--- src/hdl/mlrq_pkg.sv ---
// package: shared constants, codes and types for the multilevel ring queue block
package mlrq_pkg;

  // fixed field widths
  localparam int OP_W      = 3;
  localparam int QSEL_W    = 3;
  localparam int ID_W      = 31;
  localparam int STAT_W    = 2;
  localparam int CNT_OUT_W = 7;

  // default geometry
  localparam int QUEUES_DEF = 5;
  localparam int DEPTH_DEF  = 64;

  // operation codes
  localparam logic [OP_W-1:0] OP_PUSH   = 3'd0;
  localparam logic [OP_W-1:0] OP_POP    = 3'd1;
  localparam logic [OP_W-1:0] OP_REMOVE = 3'd2;
  localparam logic [OP_W-1:0] OP_PEEK_F = 3'd3;
  localparam logic [OP_W-1:0] OP_PEEK_R = 3'd4;

  // status codes
  localparam logic [STAT_W-1:0] ST_OK       = 2'd0;
  localparam logic [STAT_W-1:0] ST_FULL     = 2'd1;
  localparam logic [STAT_W-1:0] ST_EMPTY    = 2'd2;
  localparam logic [STAT_W-1:0] ST_NOTFOUND = 2'd3;

  // request payload
  typedef struct packed {
    logic [OP_W-1:0]   op;
    logic [QSEL_W-1:0] queue_sel;
    logic [ID_W-1:0]   proc_id;
  } req_t;

  // result payload
  typedef struct packed {
    logic [STAT_W-1:0]    status;
    logic [ID_W-1:0]      id_out;
    logic [CNT_OUT_W-1:0] count_out;
  } rsp_t;

  // sequencer states
  typedef enum logic [2:0] {
    S_IDLE,
    S_DECODE,
    S_READ,
    S_SCAN,
    S_SH_RD,
    S_SH_WR,
    S_DONE
  } state_t;

endpackage

--- src/hdl/mlrq_seq.sv ---
// module: sequencer with per-queue pointers, shared compare and pointer step unit
module mlrq_seq #(
  parameter int  QUEUES = mlrq_pkg::QUEUES_DEF,
  parameter int  DEPTH  = mlrq_pkg::DEPTH_DEF,
  localparam int AW     = (QUEUES * DEPTH > 1) ? $clog2(QUEUES * DEPTH) : 1
) (
  input  logic                      clk,
  input  logic                      rst,
  input  logic                      in_valid,
  output logic                      in_ready,
  input  mlrq_pkg::req_t            in_req,
  output logic                      done,
  output mlrq_pkg::rsp_t            res,
  input  logic                      res_take,
  output logic                      rd_en,
  output logic [AW-1:0]             rd_addr,
  input  logic [mlrq_pkg::ID_W-1:0] rd_data,
  output logic                      wr_en,
  output logic [AW-1:0]             wr_addr,
  output logic [mlrq_pkg::ID_W-1:0] wr_data
);
  import mlrq_pkg::*;

  localparam int PW = $clog2(DEPTH);
  localparam int CW = $clog2(DEPTH + 1);
  localparam int QW = (QUEUES > 1) ? $clog2(QUEUES) : 1;
  localparam logic [PW-1:0] PTR_LAST = PW'(DEPTH - 1);
  localparam logic [CW-1:0] CNT_FULL = CW'(DEPTH);

  state_t state, state_next;

  logic [OP_W-1:0]   op_r;
  logic [QSEL_W-1:0] q_r;
  logic [ID_W-1:0]   pid_r;
  logic [PW-1:0]     ptr;
  logic [CW-1:0]     k;

  logic [PW-1:0] head  [QUEUES];
  logic [PW-1:0] tail  [QUEUES];
  logic [CW-1:0] count [QUEUES];

  logic [QW-1:0] q_idx;
  logic          q_ok;
  logic          op_known;
  logic [PW-1:0] cur_head, cur_tail, head_nx, tail_nx, tail_pv, ptr_nx;
  logic [CW-1:0] cur_cnt;
  logic          cnt_zero, cnt_full;
  logic          match, k_last, rm_finish;

  function automatic logic [AW-1:0] addr_of(input logic [QW-1:0] qi, input logic [PW-1:0] p);
    addr_of = AW'(qi) * AW'(DEPTH) + AW'(p);
  endfunction

  function automatic logic [CNT_OUT_W-1:0] cnt_out(input logic [CW-1:0] c);
    logic [CW+CNT_OUT_W-1:0] w;
    w = (CW + CNT_OUT_W)'(c);
    cnt_out = w[CNT_OUT_W-1:0];
  endfunction

  // addressed queue state and shared step/compare unit
  always_comb begin
    q_idx    = q_r[QW-1:0];
    q_ok     = (int'(q_r) < QUEUES);
    op_known = op_r inside {OP_PUSH, OP_POP, OP_REMOVE, OP_PEEK_F, OP_PEEK_R};
    cur_head = head[q_idx];
    cur_tail = tail[q_idx];
    cur_cnt  = count[q_idx];
    cnt_zero = (cur_cnt == '0);
    cnt_full = (cur_cnt == CNT_FULL);
    head_nx  = (cur_head == PTR_LAST) ? '0 : cur_head + PW'(1);
    tail_nx  = (cur_tail == PTR_LAST) ? '0 : cur_tail + PW'(1);
    tail_pv  = (cur_tail == '0) ? PTR_LAST : cur_tail - PW'(1);
    ptr_nx   = (ptr == PTR_LAST) ? '0 : ptr + PW'(1);
    match    = (rd_data == pid_r);
    k_last   = ({1'b0, k} + (CW + 1)'(1)) >= {1'b0, cur_cnt};
    rm_finish = ((state == S_SCAN) && match && k_last) || ((state == S_SH_WR) && k_last);
  end

  // next state
  always_comb begin
    state_next = state;
    case (state)
      S_IDLE: begin
        if (in_valid) state_next = S_DECODE;
      end
      S_DECODE: begin
        if (!q_ok || !op_known || op_r == OP_PUSH || cnt_zero) state_next = S_DONE;
        else if (op_r == OP_REMOVE) state_next = S_SCAN;
        else state_next = S_READ;
      end
      S_READ: state_next = S_DONE;
      S_SCAN: begin
        if (match) state_next = k_last ? S_DONE : S_SH_RD;
        else if (k_last) state_next = S_DONE;
      end
      S_SH_RD: state_next = S_SH_WR;
      S_SH_WR: begin
        state_next = k_last ? S_DONE : S_SH_RD;
      end
      S_DONE: begin
        if (res_take) state_next = S_IDLE;
      end
      default: state_next = S_IDLE;
    endcase
  end

  // handshake and memory port controls
  always_comb begin
    in_ready = 1'b0;
    done     = 1'b0;
    rd_en    = 1'b0;
    rd_addr  = addr_of(q_idx, ptr_nx);
    wr_en    = 1'b0;
    wr_addr  = addr_of(q_idx, ptr);
    wr_data  = rd_data;
    case (state)
      S_IDLE: in_ready = 1'b1;
      S_DECODE: begin
        if (q_ok && op_r == OP_PUSH && !cnt_full) begin
          wr_en   = 1'b1;
          wr_addr = addr_of(q_idx, tail_nx);
          wr_data = pid_r;
        end
        if (q_ok && !cnt_zero) begin
          if (op_r inside {OP_POP, OP_REMOVE, OP_PEEK_F}) begin
            rd_en   = 1'b1;
            rd_addr = addr_of(q_idx, cur_head);
          end else if (op_r == OP_PEEK_R) begin
            rd_en   = 1'b1;
            rd_addr = addr_of(q_idx, cur_tail);
          end
        end
      end
      S_SCAN: rd_en = !match && !k_last;
      S_SH_RD: rd_en = 1'b1;
      S_SH_WR: wr_en = 1'b1;
      S_DONE: done = 1'b1;
      default: ;
    endcase
  end

  // state register
  always_ff @(posedge clk) begin
    if (rst) begin
      state <= S_IDLE;
    end else begin
      state <= state_next;
    end
  end

  // per-queue pointers and counts
  always_ff @(posedge clk) begin
    if (rst) begin
      for (int i = 0; i < QUEUES; i++) begin
        head[i]  <= '0;
        tail[i]  <= PTR_LAST;
        count[i] <= '0;
      end
    end else begin
      if (state == S_DECODE && q_ok && op_r == OP_PUSH && !cnt_full) begin
        tail[q_idx]  <= tail_nx;
        count[q_idx] <= cur_cnt + CW'(1);
      end
      if (state == S_READ && op_r == OP_POP) begin
        head[q_idx]  <= head_nx;
        count[q_idx] <= cur_cnt - CW'(1);
      end
      if (rm_finish) begin
        tail[q_idx]  <= tail_pv;
        count[q_idx] <= cur_cnt - CW'(1);
      end
    end
  end

  // request latch, walk pointer and result fields
  always_ff @(posedge clk) begin
    case (state)
      S_IDLE: begin
        if (in_valid) begin
          op_r  <= in_req.op;
          q_r   <= in_req.queue_sel;
          pid_r <= in_req.proc_id;
        end
      end
      S_DECODE: begin
        ptr <= cur_head;
        k   <= '0;
        if (!q_ok) begin
          // missing queue: empty and without room at once
          res.id_out    <= '0;
          res.count_out <= '0;
          if (op_r == OP_PUSH) res.status <= ST_FULL;
          else if (op_known) res.status <= ST_EMPTY;
          else res.status <= ST_OK;
        end else if (op_r == OP_PUSH && !cnt_full) begin
          res.status    <= ST_OK;
          res.id_out    <= pid_r;
          res.count_out <= cnt_out(cur_cnt + CW'(1));
        end else begin
          res.id_out    <= '0;
          res.count_out <= cnt_out(cur_cnt);
          if (op_r == OP_PUSH) res.status <= ST_FULL;
          else if (op_known && cnt_zero) res.status <= ST_EMPTY;
          else res.status <= ST_OK;
        end
      end
      S_READ: begin
        res.id_out <= rd_data;
        if (op_r == OP_POP) res.count_out <= cnt_out(cur_cnt - CW'(1));
      end
      S_SCAN: begin
        if (match) begin
          k <= k + CW'(1);
        end else if (k_last) begin
          res.status <= ST_NOTFOUND;
        end else begin
          ptr <= ptr_nx;
          k   <= k + CW'(1);
        end
      end
      S_SH_WR: begin
        ptr <= ptr_nx;
        k   <= k + CW'(1);
      end
      default: ;
    endcase
    // remove completes: report the id and the shrunken count
    if (rm_finish) begin
      res.id_out    <= pid_r;
      res.count_out <= cnt_out(cur_cnt - CW'(1));
    end
  end

endmodule

--- config.mk ---
export PLATFORM = sky130hd
export DESIGN_NAME = mlrq_seq
export DESIGN_NICKNAME = d
export VERILOG_FILES = /design/src/hdl/mlrq_pkg.sv /design/src/hdl/mlrq_seq.sv
export SDC_FILE = /design/constraint.sdc
export NUM_CORES = 1
export LEC_CHECK = 0
export BUFFER_PORTS_ARGS = -buffer_cell sky130_fd_sc_hd__buf_2
export CAP_MARGIN = 15
export CORE_ASPECT_RATIO = 1.2
export CORE_MARGIN = 2
export CORE_UTILIZATION = 45
export DETAILED_ROUTE_END_ITERATION = 10
export HOLD_SLACK_MARGIN = 0.12
export PLACE_DENSITY = 0.62
export REMOVE_ABC_BUFFERS = 1
export SLEW_MARGIN = 20
export SYNTH_ARGS = -nofsm -noshare
export SYNTH_HDL_FRONTEND = slang
export SYNTH_SLANG_ARGS = --single-unit
--- constraint.sdc ---
create_clock -name clk -period 6.4 [get_ports clk]
set_clock_uncertainty 0.15 [all_clocks]
set_input_delay 1.6 -clock clk [delete_from_list [all_inputs] [get_ports clk]]
set_output_delay 1.6 -clock clk [all_outputs]
set_load 0.02 [all_outputs]
Word-level counts from Yosys, hierarchy flattened
Memory sizes are Yosys's and may differ from the RTL's. A register that Yosys moved wholly into a read port is not among the register bits.
Cells that the tools add are included.
Operators by class
  $add $sub $neg: 13
  $mul: 0
  div/mod/pow operators: 0
  order comparisons: 2
  equality and inequality tests: 23
  shift-type cells: 0
  multiplexer cells: 72
  bitwise logic cells: 3
  reductions and logical operators: 41
Operators by type and width (number)
  $mux 40: 2
  $pmux 38 s2: 1
  $mux 31: 2
  $mux 6: 9
  $mux 9: 6
  $add 9x6->9: 5
  $mux 7: 6
  $mux 38: 1
  $mux 3: 11
  $eq 31x31->1: 1
  $mux 1: 21
  $pmux 3 s7: 1
  $pmux 7 s3: 1
  $add 6x1->6 const B: 3
  $eq 6x6->1 const B: 3
  $pmux 6 s3: 1
  $add 7x1->7 const B: 2
  $mux 2: 7
  $logic_and 1x1->1: 13
  $eq 3x2->1 const B: 4
  $eq 3x3->1 const B: 4
  $reduce_or 6->1: 2
  $ne 2x2->1 const B: 5
  $reduce_and 3->1: 3
  23 further kinds: 40
Word-level totals
  flip-flop bits (word level): 93
  bits in latches: 0
  RAM bits: 95
  memory bits (read-only): 0
  bits of input ports: 72
  output and inout bits: 93
  logic and storage cells: 166
  memories: 3
Memories
  count: words 5, bits a word 7, rd ports 1, clocked after memory_dff 1, wr ports 5, line mlrq_seq.sv:40  | logic [CW-1:0] count [QUEUES];
  head: words 5, bits a word 6, rd ports 1, clocked after memory_dff 1, wr ports 5, line mlrq_seq.sv:38  | logic [PW-1:0] head [QUEUES];
  tail: words 5, bits a word 6, rd ports 1, clocked after memory_dff 1, wr ports 5, line mlrq_seq.sv:39  | logic [PW-1:0] tail [QUEUES];

Depth between registers and ports, before layout
Gate-level depths: netlist (run 1).
  word-level depth: 11
  gate-level depth with buffers: 15
  mapped depth without buffers: 11

Worst setup path after synthesis (run 1)
Ideal clock, no wire load.
  path type: flip-flop to output port
  start: register (tool-made name)
  end: output port rd_en
  data arrival time: 3331 ps
  data required time: 4650 ps
  path slack: 1319 ps
  stages on the path, launching flop included: 12
  path buffers: 2
  path through: dfxtp_1 -> buf_6 -> buf_6 -> mux4_2 -> mux2i_1 -> clkinv_1 -> ha_1 -> nand2b_1 -> a31oi_1 -> o21ai_0 -> or4_1 -> nand3b_1
RTL lines
  to (decl): line mlrq_seq.sv:15  | output logic rd_en,

==> results of run 1 <==
==> metal layers <==
metal | share of wire (%) | global-route usage (%) | up-vias
met5 | 0 | 0 | -
met4 | 3.0 | 6.99 | 0
met3 | 6.9 | 3.24 | 62
met2 | 49 | 35.2 | 327
met1 | 41 | 26.2 | 4178
li1 | - | - | 4049
==> where the power goes <==
part / internal (mW) / leakage (nW) / total (mW) / switching [mW]
Sequential: 2.27 / 2.30 / 2.50 / 0.230
Combinational: 0.940 / 2.67 / 2.70 / 1.76
Clock: 1.04 / 0.466 / 1.68 / 0.636
==> cell usage after synthesis, types with 5 or more instances <==
cell	count	share of area, %
clkbuf_1	18	0.53
mux2i_1	26	2.1
nor3_1	25	0.99
nor2b_1	11	0.54
xnor2_1	8	0.55
buf_2	12	0.48
mux2_1	31	2.8
o22ai_1	6	0.30
inv_1	30	0.89
a31oi_1	5	0.25
xor2_1	37	2.6
nand3_1	23	0.91
a21oi_1	37	1.5
buf_6	6	0.53
o211ai_1	7	0.42
nor4_1	12	0.59
nand2_1	95	2.8
nor2_1	91	2.7
and2_1	6	0.30
o21ai_0	29	1.1
edfxtp_1	242	58
mux2_2	14	1.2
mux4_2	37	6.6
a2bb2oi_1	7	0.49
a22o_1	31	2.2
o21ai_4	5	0.64
dfxtp_1	6	0.95
o21ai_1	6	0.24
or3_1	7	0.35
nand4_1	13	0.64
buf_4	8	0.48
ha_1	17	1.7
==> how the worst max path moves through the flow <==
stage	start	endpoint	slack [ps]	depth (start not counted)
CTS	flip-flop	rd_en	570	12
global route	flip-flop	rd_en	350	12
global placement	flip-flop	wr_addr[5]	1190	7
floorplan	flip-flop	count[5][0]$_DFFE_PP_	0.9	11
finish	flip-flop	rd_en	630	12
detailed placement	flip-flop	rd_en	1160	10
==> logic make-up after synthesis <==
| logic type | Yosys count | synth area share, % |
|---|---|---|
| AND/OR/NAND/NOR | 312 | 11.6 |
| flip-flops | 248 | 58.5 |
| AO/OA/AOI/OAI | 165 | 9.30 |
| multiplexers | 109 | 12.8 |
| buffers and inverters | 77 | 3.01 |
| XOR/XNOR | 45 | 3.12 |
| adder cells (fa/ha/maj) | 17 | 1.68 |
==> final cells by class <==
type                    count  area share, %
clock buffers              33           4.94
clock inverters            15           1.54
inverters                  33          0.848
multi-input cells         648           33.1
flip-flops and latches    248           50.1
well taps                 379           3.22
repair buffers            178           6.28
==> per-stage QoR <==
step	setup WS, ps	std cells	hold WS, ps	total power, mW
floorplan	0.896	929	424	4.33
global placement	1190	1486	433	5.18
detailed placement	1160	1486	443	5.21
CTS	567	1534	457	6.91
global route	354	1534	488	7.25
finish	630	1534	454	6.88
==> flip-flops by register name, summed over array words and instances, names as in the netlist, named ones only <==
register / flops
count: 56
pid_r: 31
q_idx: 3
head: 48
k: 7
op_r: 3
state: 3
ptr: 6
res: 40
tail: 48
==> results.py, run 1 <==
metrics = {
    "floorplanning": {
        "start_util_pct": 45.5,
        "design.die.area_sq_um": 29400,
        "coreArea_sq_um": 27700,
        "placementRows": 67,
        "num_io_pins": 165,
        "die_y_um": 188,
        "die_x_um": 157,
    },
    "finish": {
        "antennaDiodeCount": 0,
        "final_nets": 1224,
        "fillers": 2335,
        "final_cell_mix": "242 x edfxtp_1, 164 x buf_2, 95 x nand2_1",
        "final_cell_area_sq_um": 14700,
        "area_growth_pct": 16.8,
        "regArea_sq_um": 7390,
        "layout_commonest_cell": "edfxtp_1",
        "multi_input_area_sq_um": 4880,
        "post-route-util_pct": 53.1,
        "drive_above_1_share_pct": 25.8,
    },
    "yosys": {
        "yosysSeqAreaShare_pct": 58.5,
        "synth_edf_count": 242,
        "yosys.cell_types.count": 71,
        "async_reset_ff_share_pct": 0,
        "synth_ff_type": "edfxtp_1",
        "synth_area_sq_um": 12600,
        "synth_seq_cells": 248,
        "syn_avg_cell_area_sq_um": 13.0,
        "synthCells": 973,
        "ys.warnings.count": 0,
    },
    "routing": {
        "vias": 8616,
        "detail_route.vias_per_cell": 5.62,
        "drt_pass1_iterations": 6,
        "drc": 0,
        "drt-initial-drc-count": 630,
        "ant_nets": 0,
        "drt-total-wl_mm": 30.7,
        "wl_per_cell_um": 20.0,
    },
    "timing": {
        "hold_viol_final": 0,
        "slew_viol_final": 0,
        "tns_ps": 0,
        "worst_pin_slew_ps": 1070,
        "rsz0062_at_grt": "no",
        "period_share_pct": 90.1,
        "relSlewSlack_pct": 28.4,
        "setup_viol": 0,
        "max_freq_mhz": 173,
        "min_period_ps": 5770,
    },
    "job": {
        "cap_violations": 0,
    },
    "setup_path": {
        "cp-start-kind": "flip-flop",
        "r2r-end": "tail[5][2]$_DFFE_PP_",
        "worst-path-buf-inv": 4,
        "path_max_fanout": 11,
        "arrival_ps": 4020,
        "cp.required_ps": 4650,
        "slowest_delay_ps": 590,
        "slowest_stage": "or4_1",
        "reg2regPathDepth": 13,
        "endpoint_kind": "output port",
        "cp_common_cell": "buf_4",
        "critPathTopFamily": "simple AND/OR/NAND/NOR gates",
        "path_cells": "mux4_2 -> mux2i_1 -> buf_4 -> clkinv_1 -> buf_4 -> ha_1 -> nand2b_1 -> a31oi_1 -> o21ai_0 -> or4_1 -> nand3b_1 -> buf_2",
        "rrSetupSlack_ps": 1280,
        "path_class": "flip-flop to output port",
    },
    "clock_network": {
        "cts_buffer_depth": 3,
        "cts_tree": "yes",
        "h-tree-depth": 1,
        "clockRootBuffer": "clkbuf_16",
        "insertion_delay_ps": 540,
        "ctsResizeCount": 0,
        "clk_pin_slew_worst_paths_ps": 70,
        "cts_sinks": 248,
        "post-cts-setup-buffers": 0,
        "cts-buffers-inserted": 26,
        "holdBufCountCts": 0,
    },
    "global_route": {
        "grt.total_usage_pct": 20.4,
        "grt_max_degree": 42,
        "grt_pass1_wl_mm": 47.1,
        "antenna_found_initial": 0,
        "overflow": 0,
        "grt_pass1_vias": 8355,
    },
    "run_status": {
        "status": "finished, final reports clean",
    },
    "power_and_ir_drop": {
        "peakVddDrop_uv": 211,
        "power_leakage_nw": 5.43,
        "cellPowerDensity_nw_per_um2": 466,
    },
    "placed_design": {
        "io_buffers": 164,
        "gp_congestion": 0.875,
        "dpl-instance-area_sq_um": 13800,
        "dp.final_hpwl_mm": 23.0,
    },
    "hold_path": {
        "hold_path.startpoint": "pid_r[14]$_DFFE_PP_",
        "hold_class": "flip-flop to flip-flop",
        "hold_end": "res[21]$_DFFE_PP_",
        "hold_depth": 1,
    },
}
(Power assumes the default switching activity.)
==> run 2: changes to the inputs <==
--- a/config.mk
+++ b/config.mk
@@ -12,7 +12,7 @@
 export CORE_UTILIZATION = 45
 export DETAILED_ROUTE_END_ITERATION = 10
 export HOLD_SLACK_MARGIN = 0.12
-export PLACE_DENSITY = 0.62
+export PLACE_DENSITY_LB_ADDON = 0.1
 export REMOVE_ABC_BUFFERS = 1
 export SLEW_MARGIN = 20
 export SYNTH_ARGS = -nofsm -noshare
==> constraint.sdc (replaced) <==
create_clock -name clk -period 4.8 [get_ports clk]
set_clock_uncertainty 0.15 [all_clocks]
set_input_delay 1.2 -clock clk [delete_from_list [all_inputs] [get_ports clk]]
set_output_delay 1.2 -clock clk [all_outputs]
set_load 0.02 [all_outputs]
==> run 2 against run 1 <==
Die area unchanged. Worst hold slack better by 3.1 ps. Setup slack got worse by 640 ps. Design area is 5.5% higher. Largest cell class unchanged. Clock-buffer cell count decreased by 6. The flow now finishes with violations (negative setup slack). Register-to-register slack got worse by 560 ps. Wire length is 5.1% higher. Sequential cell count unchanged. Core utilization rose by 2.9 points. Final cell count is 3.4% higher. Non-clock buffer count is 53 higher. Total power increased by 41%.
==> results.py, run 2 (synthesis gave the netlist of run 1 again) <==
metrics = {
    "run_status": {
        "status": "complete, but fails checks",
        "failed_checks": "negative setup slack",
    },
    "floorplanning": {
        "die_y_um": 188,
        "die_x_um": 157,
        "coreArea_sq_um": 27700,
        "design.die.area_sq_um": 29400,
        "placementRows": 67,
        "num_io_pins": 165,
        "start_util_pct": 45.5,
    },
    "setup_path": {
        "slowest_stage": "or4b_4",
        "cp_common_cell": "buf_6",
        "cp.required_ps": 3450,
        "endpoint_kind": "output port",
        "arrival_ps": 3460,
        "path_class": "flip-flop to output port",
        "cp-endpoint": "wr_addr[1]",
        "r2r-end": "count[0][3]$_SDFFCE_PN0P_",
        "rrSetupSlack_ps": 720,
        "slowest_delay_ps": 540,
        "path_max_fanout": 8,
        "cp-start-kind": "flip-flop",
        "path_cells": "buf_6 -> mux4_2 -> mux2_4 -> clkinv_4 -> nand2_2 -> or4b_4 -> nand3_4 -> clkbuf_16 -> mux2_2 -> buf_6",
        "reg2regPathDepth": 14,
    },
    "finish": {
        "drive_above_1_share_pct": 31.4,
        "largest_reg_flops": 56,
        "area_growth_pct": 23.2,
        "reg_top3": "count x56, head x48, tail x48",
        "multi_input_area_sq_um": 5050,
        "fillers": 2333,
        "final_nets": 1277,
        "largest_register": "count",
        "stdcell_count": 1586,
        "final_cell_mix": "242 x edfxtp_1, 143 x buf_2, 95 x nand2_1",
        "final_cell_area_sq_um": 15600,
        "layout_commonest_cell": "edfxtp_1",
        "antennaDiodeCount": 0,
        "regArea_sq_um": 7400,
    },
    "routing": {
        "drt-initial-drc-count": 605,
        "drt-total-wl_mm": 32.3,
        "drt_pass1_iterations": 5,
        "drc": 0,
        "detail_route.vias_per_cell": 5.52,
        "wl_per_cell_um": 20.4,
        "ant_nets": 0,
        "vias": 8760,
    },
    "clock_network": {
        "cts_buffer_depth": 3,
        "cts_sinks": 248,
        "clk_pin_slew_worst_paths_ps": 70,
        "insertion_delay_ps": 540,
        "cts-buffers-inserted": 26,
        "clockRootBuffer": "clkbuf_16",
        "h-tree-depth": 1,
        "cts_tree": "yes",
    },
    "timing": {
        "rsz0062_at_grt": "yes",
        "tns_ps": -8.84,
        "period_share_pct": 100,
        "slew_viol_final": 0,
        "relSlewSlack_pct": 31.5,
        "min_period_ps": 4810,
        "worst_pin_slew_ps": 1030,
        "hold_viol_final": 0,
        "setup_viol": 3,
        "max_freq_mhz": 208,
        "worst_slack_ps": -5.46,
    },
    "power_and_ir_drop": {
        "power_leakage_nw": 5.90,
        "peakVddDrop_uv": 269,
        "cellPowerDensity_nw_per_um2": 624,
    },
    "global_route": {
        "grt.total_usage_pct": 21.4,
        "grt_pass1_wl_mm": 49.2,
        "grt_max_degree": 41,
        "antenna_found_initial": 0,
        "grt_pass1_vias": 8617,
        "overflow": 0,
    },
    "placed_design": {
        "dp_slack_ps": 17.3,
        "dpl-instance-area_sq_um": 14000,
        "gp_congestion": 0.881,
        "dp.final_hpwl_mm": 23.6,
        "dpl.cell_count": 1517,
        "io_buffers": 164,
    },
    "job": {
        "cap_violations": 0,
    },
    "hold_path": {
        "hold_class": "flip-flop to flip-flop",
    },
}
## run 2: what timing repair did
action,4_1_cts,5_1_grt
setup endpoints to repair,43,44
gates cloned,2,2
setup buffers,11,9
pin swaps,1,3
hold buffers,0,0
resized for setup,31,70
## run 2: cell type report
type                    instances  share of cell area, %
clock buffers                  27                   4.34
clock inverters                20                   1.73
inverters                      33                  0.828
multi-input cells             648                   32.5
flip-flops and latches        248                   47.5
well taps                     379                   3.05
repair buffers                231                   10.0
## run 2: worst min-delay path by stage
| stage | start | endpoint | slack, ps | cells after the start |
|---|---|---|---|---|
| CTS | pid_r[29]$_DFFE_PP_ | res[36]$_DFFE_PP_ | 460 | 1 |
| floorplan | pid_r[30]$_DFFE_PP_ | res[37]$_DFFE_PP_ | 420 | 1 |
| detailed placement | pid_r[29]$_DFFE_PP_ | res[36]$_DFFE_PP_ | 440 | 1 |
| global placement | pid_r[23]$_DFFE_PP_ | res[30]$_DFFE_PP_ | 450 | 1 |
| global route | pid_r[14]$_DFFE_PP_ | res[21]$_DFFE_PP_ | 490 | 1 |
| finish | pid_r[29]$_DFFE_PP_ | res[36]$_DFFE_PP_ | 460 | 1 |
## run 2: where the power goes
part	switching, mW	internal [mW]	leakage, nW
combinational	2.54	1.62	3.14
sequential	0.278	3.03	2.30
clock	0.844	1.39	0.464
total	3.66	6.05	5.90
## run 2: worst max-delay path: cells and delay by family (launching register included)
family	cells	cell delay, ps
AND/OR/NAND/NOR	3	780
buffers and inverters	4	550
flip-flops	1	410
multiplexers	3	1150
## run 2: through the flow
stage	power, mW	hold WS (ps)	utilization [%]
CTS	9.51	459	54.9
global placement	7.09	448	50.6
finish	9.71	457	56.1
global route	10.2	486	56.1
floorplan	5.78	424	-
detailed placement	7.13	443	50.6
## run 2: layer usage
metal	vias up	global-route usage, %	part of all wire [%]
met1	4265	28.5	43
li1	4148	-	-
met4	0	6.85	3.0
met3	55	2.98	5.6
met5	-	0	0
met2	292	36.3	49
==> run 3: changes to the inputs <==
--- a/config.mk
+++ b/config.mk
@@ -12,7 +12,7 @@
 export CORE_UTILIZATION = 45
 export DETAILED_ROUTE_END_ITERATION = 10
 export HOLD_SLACK_MARGIN = 0.12
-export PLACE_DENSITY_LB_ADDON = 0.1
+export PLACE_DENSITY = 0.76
 export REMOVE_ABC_BUFFERS = 1
 export SLEW_MARGIN = 20
 export SYNTH_ARGS = -nofsm -noshare
==> run 3 against run 2 <==
Worst hold slack better by 9.1 ps. Largest cell class unchanged. Maximum frequency up 0.21%. Critical endpoint is now wr_data[29]. The run now ends clean. Final cell count down 0.13%. Highest routed layer unchanged. Largest power group unchanged. Critical path depth up 2. Total power up 0.42%.
==> results.py, run 3 (synthesis gave the netlist of run 1 again) <==
metrics = {
    "setup_path": {
        "slowest_delay_ps": 540,
        "arrival_ps": 3450,
        "slowest_stage": "or4b_4",
        "worst-path-buf-inv": 6,
        "critPathTopFamily": "multiplexers",
        "cp.depth": 12,
        "cp-start-kind": "flip-flop",
        "path_max_fanout": 6,
        "endpoint_kind": "output port",
        "rrSetupSlack_ps": 630,
        "reg2regPathDepth": 16,
        "path_cells": "buf_6 -> buf_4 -> mux4_2 -> mux2_4 -> clkinv_4 -> nand2_4 -> or4b_4 -> nand3_4 -> buf_12 -> buf_12 -> mux2_4 -> buf_6",
        "cp.required_ps": 3450,
        "path_class": "flip-flop to output port",
    },
    "placed_design": {
        "dpl.cell_count": 1509,
        "dp.final_hpwl_mm": 22.8,
        "dpl-instance-area_sq_um": 14000,
        "gp_congestion": 0.936,
        "io_buffers": 164,
    },
    "clock_network": {
        "cts_buffer_depth": 3,
        "insertion_delay_ps": 540,
        "clockRootBuffer": "clkbuf_16",
        "clk_pin_slew_worst_paths_ps": 70,
        "cts_tree": "yes",
        "holdBufCountCts": 0,
        "cts-buffers-inserted": 24,
        "h-tree-depth": 1,
        "cts_sinks": 248,
    },
    "finish": {
        "post-route-util_pct": 56.4,
        "stdcell_count": 1584,
        "reg_top3": "count x56, head x48, tail x48",
        "largest_reg_flops": 56,
        "final_cell_area_sq_um": 15700,
        "area_growth_pct": 24.0,
        "largest_register": "count",
        "final_cell_mix": "242 x edfxtp_1, 141 x buf_2, 94 x nand2_1",
        "drive_above_1_share_pct": 32.1,
        "final_nets": 1274,
        "layout_commonest_cell": "edfxtp_1",
    },
    "timing": {
        "hold_viol_final": 0,
        "worst_pin_slew_ps": 1050,
        "whs_ps": 466,
        "setup_viol": 0,
        "relSlewSlack_pct": 29.6,
        "period_share_pct": 99.9,
        "rsz0062_at_grt": "yes",
        "slew_viol_final": 0,
        "min_period_ps": 4800,
        "max_freq_mhz": 209,
    },
    "routing": {
        "ant_nets": 0,
        "drt-total-wl_mm": 32.4,
        "drt-initial-drc-count": 762,
        "detail_route.vias_per_cell": 5.80,
        "drt_pass1_iterations": 5,
        "vias": 9181,
        "wl_per_cell_um": 20.5,
        "drc": 0,
    },
    "global_route": {
        "overflow": 0,
        "grt_pass1_wl_mm": 48.5,
        "grt_max_degree": 41,
        "grt.total_usage_pct": 21.0,
        "grt_pass1_vias": 8892,
        "antenna_found_initial": 2,
    },
    "power_and_ir_drop": {
        "peakVddDrop_uv": 330,
        "cellPowerDensity_nw_per_um2": 622,
        "power_leakage_nw": 5.93,
    },
    "floorplanning": {
        "coreArea_sq_um": 27700,
        "design.die.area_sq_um": 29400,
        "num_io_pins": 165,
        "die_x_um": 157,
        "start_util_pct": 45.5,
        "die_y_um": 188,
        "placementRows": 67,
    },
    "run_status": {
        "status": "finished, final reports clean",
    },
    "job": {
        "cap_violations": 0,
    },
    "hold_path": {
        "hold_depth": 1,
        "hold_class": "flip-flop to flip-flop",
    },
}
-- run 3: cell count changes in the layout (fill, tap and decap cells not counted), sizes merged --
| cell | delta |
|---|---|
| buf | -1 |
| clkinv | -7 |
| clkinvlp | +3 |
| diode | +2 |
| inv | +1 |
-- run 3: stage by stage --
stage | power, mW | TNS (ps) | setup WS, ps
floorplan | 5.78 | -311600 | -1600
global placement | 6.97 | 0 | 262
detailed placement | 7.07 | 0 | 225
CTS | 9.39 | -787 | -73.3
global route | 10.2 | -1490 | -56.3
finish | 9.75 | 0 | 4.67
-- run 3: timing repair --
item,in CTS,in global routing
endpoints found under the hold margin,0,0
gates cloned,3,2
pin swaps,1,8
gates resized for setup,28,85
endpoints found under the setup margin,44,43
setup buffers,14,11
-- run 3: final cells by class --
| type | instances | area, sq um |
|---|---|---|
| antenna | 2 | 5.00 |
| clock buffer | 27 | 612 |
| clock inverter | 17 | 295 |
| fill | 2098 | 12100 |
| inverter | 33 | 131 |
| multi-input combinational | 648 | 5100 |
| sequential | 248 | 7390 |
| tap | 379 | 474 |
| timing repair buffer | 230 | 1650 |
-- run 3: routing by layer --
| layer | up-vias | global-route usage, % | wire (um) |
|---|---|---|---|
| li1 | 4152 | - | - |
| met1 | 4440 | 24.2 | 11600 |
| met2 | 477 | 37.9 | 16700 |
| met3 | 112 | 3.49 | 2520 |
| met4 | 0 | 9.39 | 1640 |
| met5 | - | 0 | 0 |
-- run 3: worst paths after layout --
kind	start	to
min	pid_r[26]$_DFFE_PP_	res[33]$_DFFE_PP_
min reg2reg	pid_r[26]$_DFFE_PP_	res[33]$_DFFE_PP_
max	flip-flop	wr_data[29]
max reg2reg	flip-flop	tail[0][5]$_SDFFCE_PN1P_
-- run 3: worst register-to-register path: stages, from the launching register on --
cell and delay (ps):
dfxtp_4 370, buf_6 140, buf_4 120, mux4_2 480, mux2_4 300, clkinv_4 60
buf_4 140, ha_1 190, a211o_1 150, a31oi_4 50, o21ai_2 180, buf_4 140
o21ai_0 60, buf_4 160, nor2_1 450, nor2_4 140, o21ai_1 520
-- run 3: where the power goes --
| group | leakage (nW) | total (mW) | switching (mW) | internal, mW |
|---|---|---|---|---|
| sequential | 2.30 | 3.28 | 0.249 | 3.03 |
| clock | 0.428 | 2.14 | 0.829 | 1.31 |
| combinational | 3.20 | 4.33 | 2.62 | 1.71 |
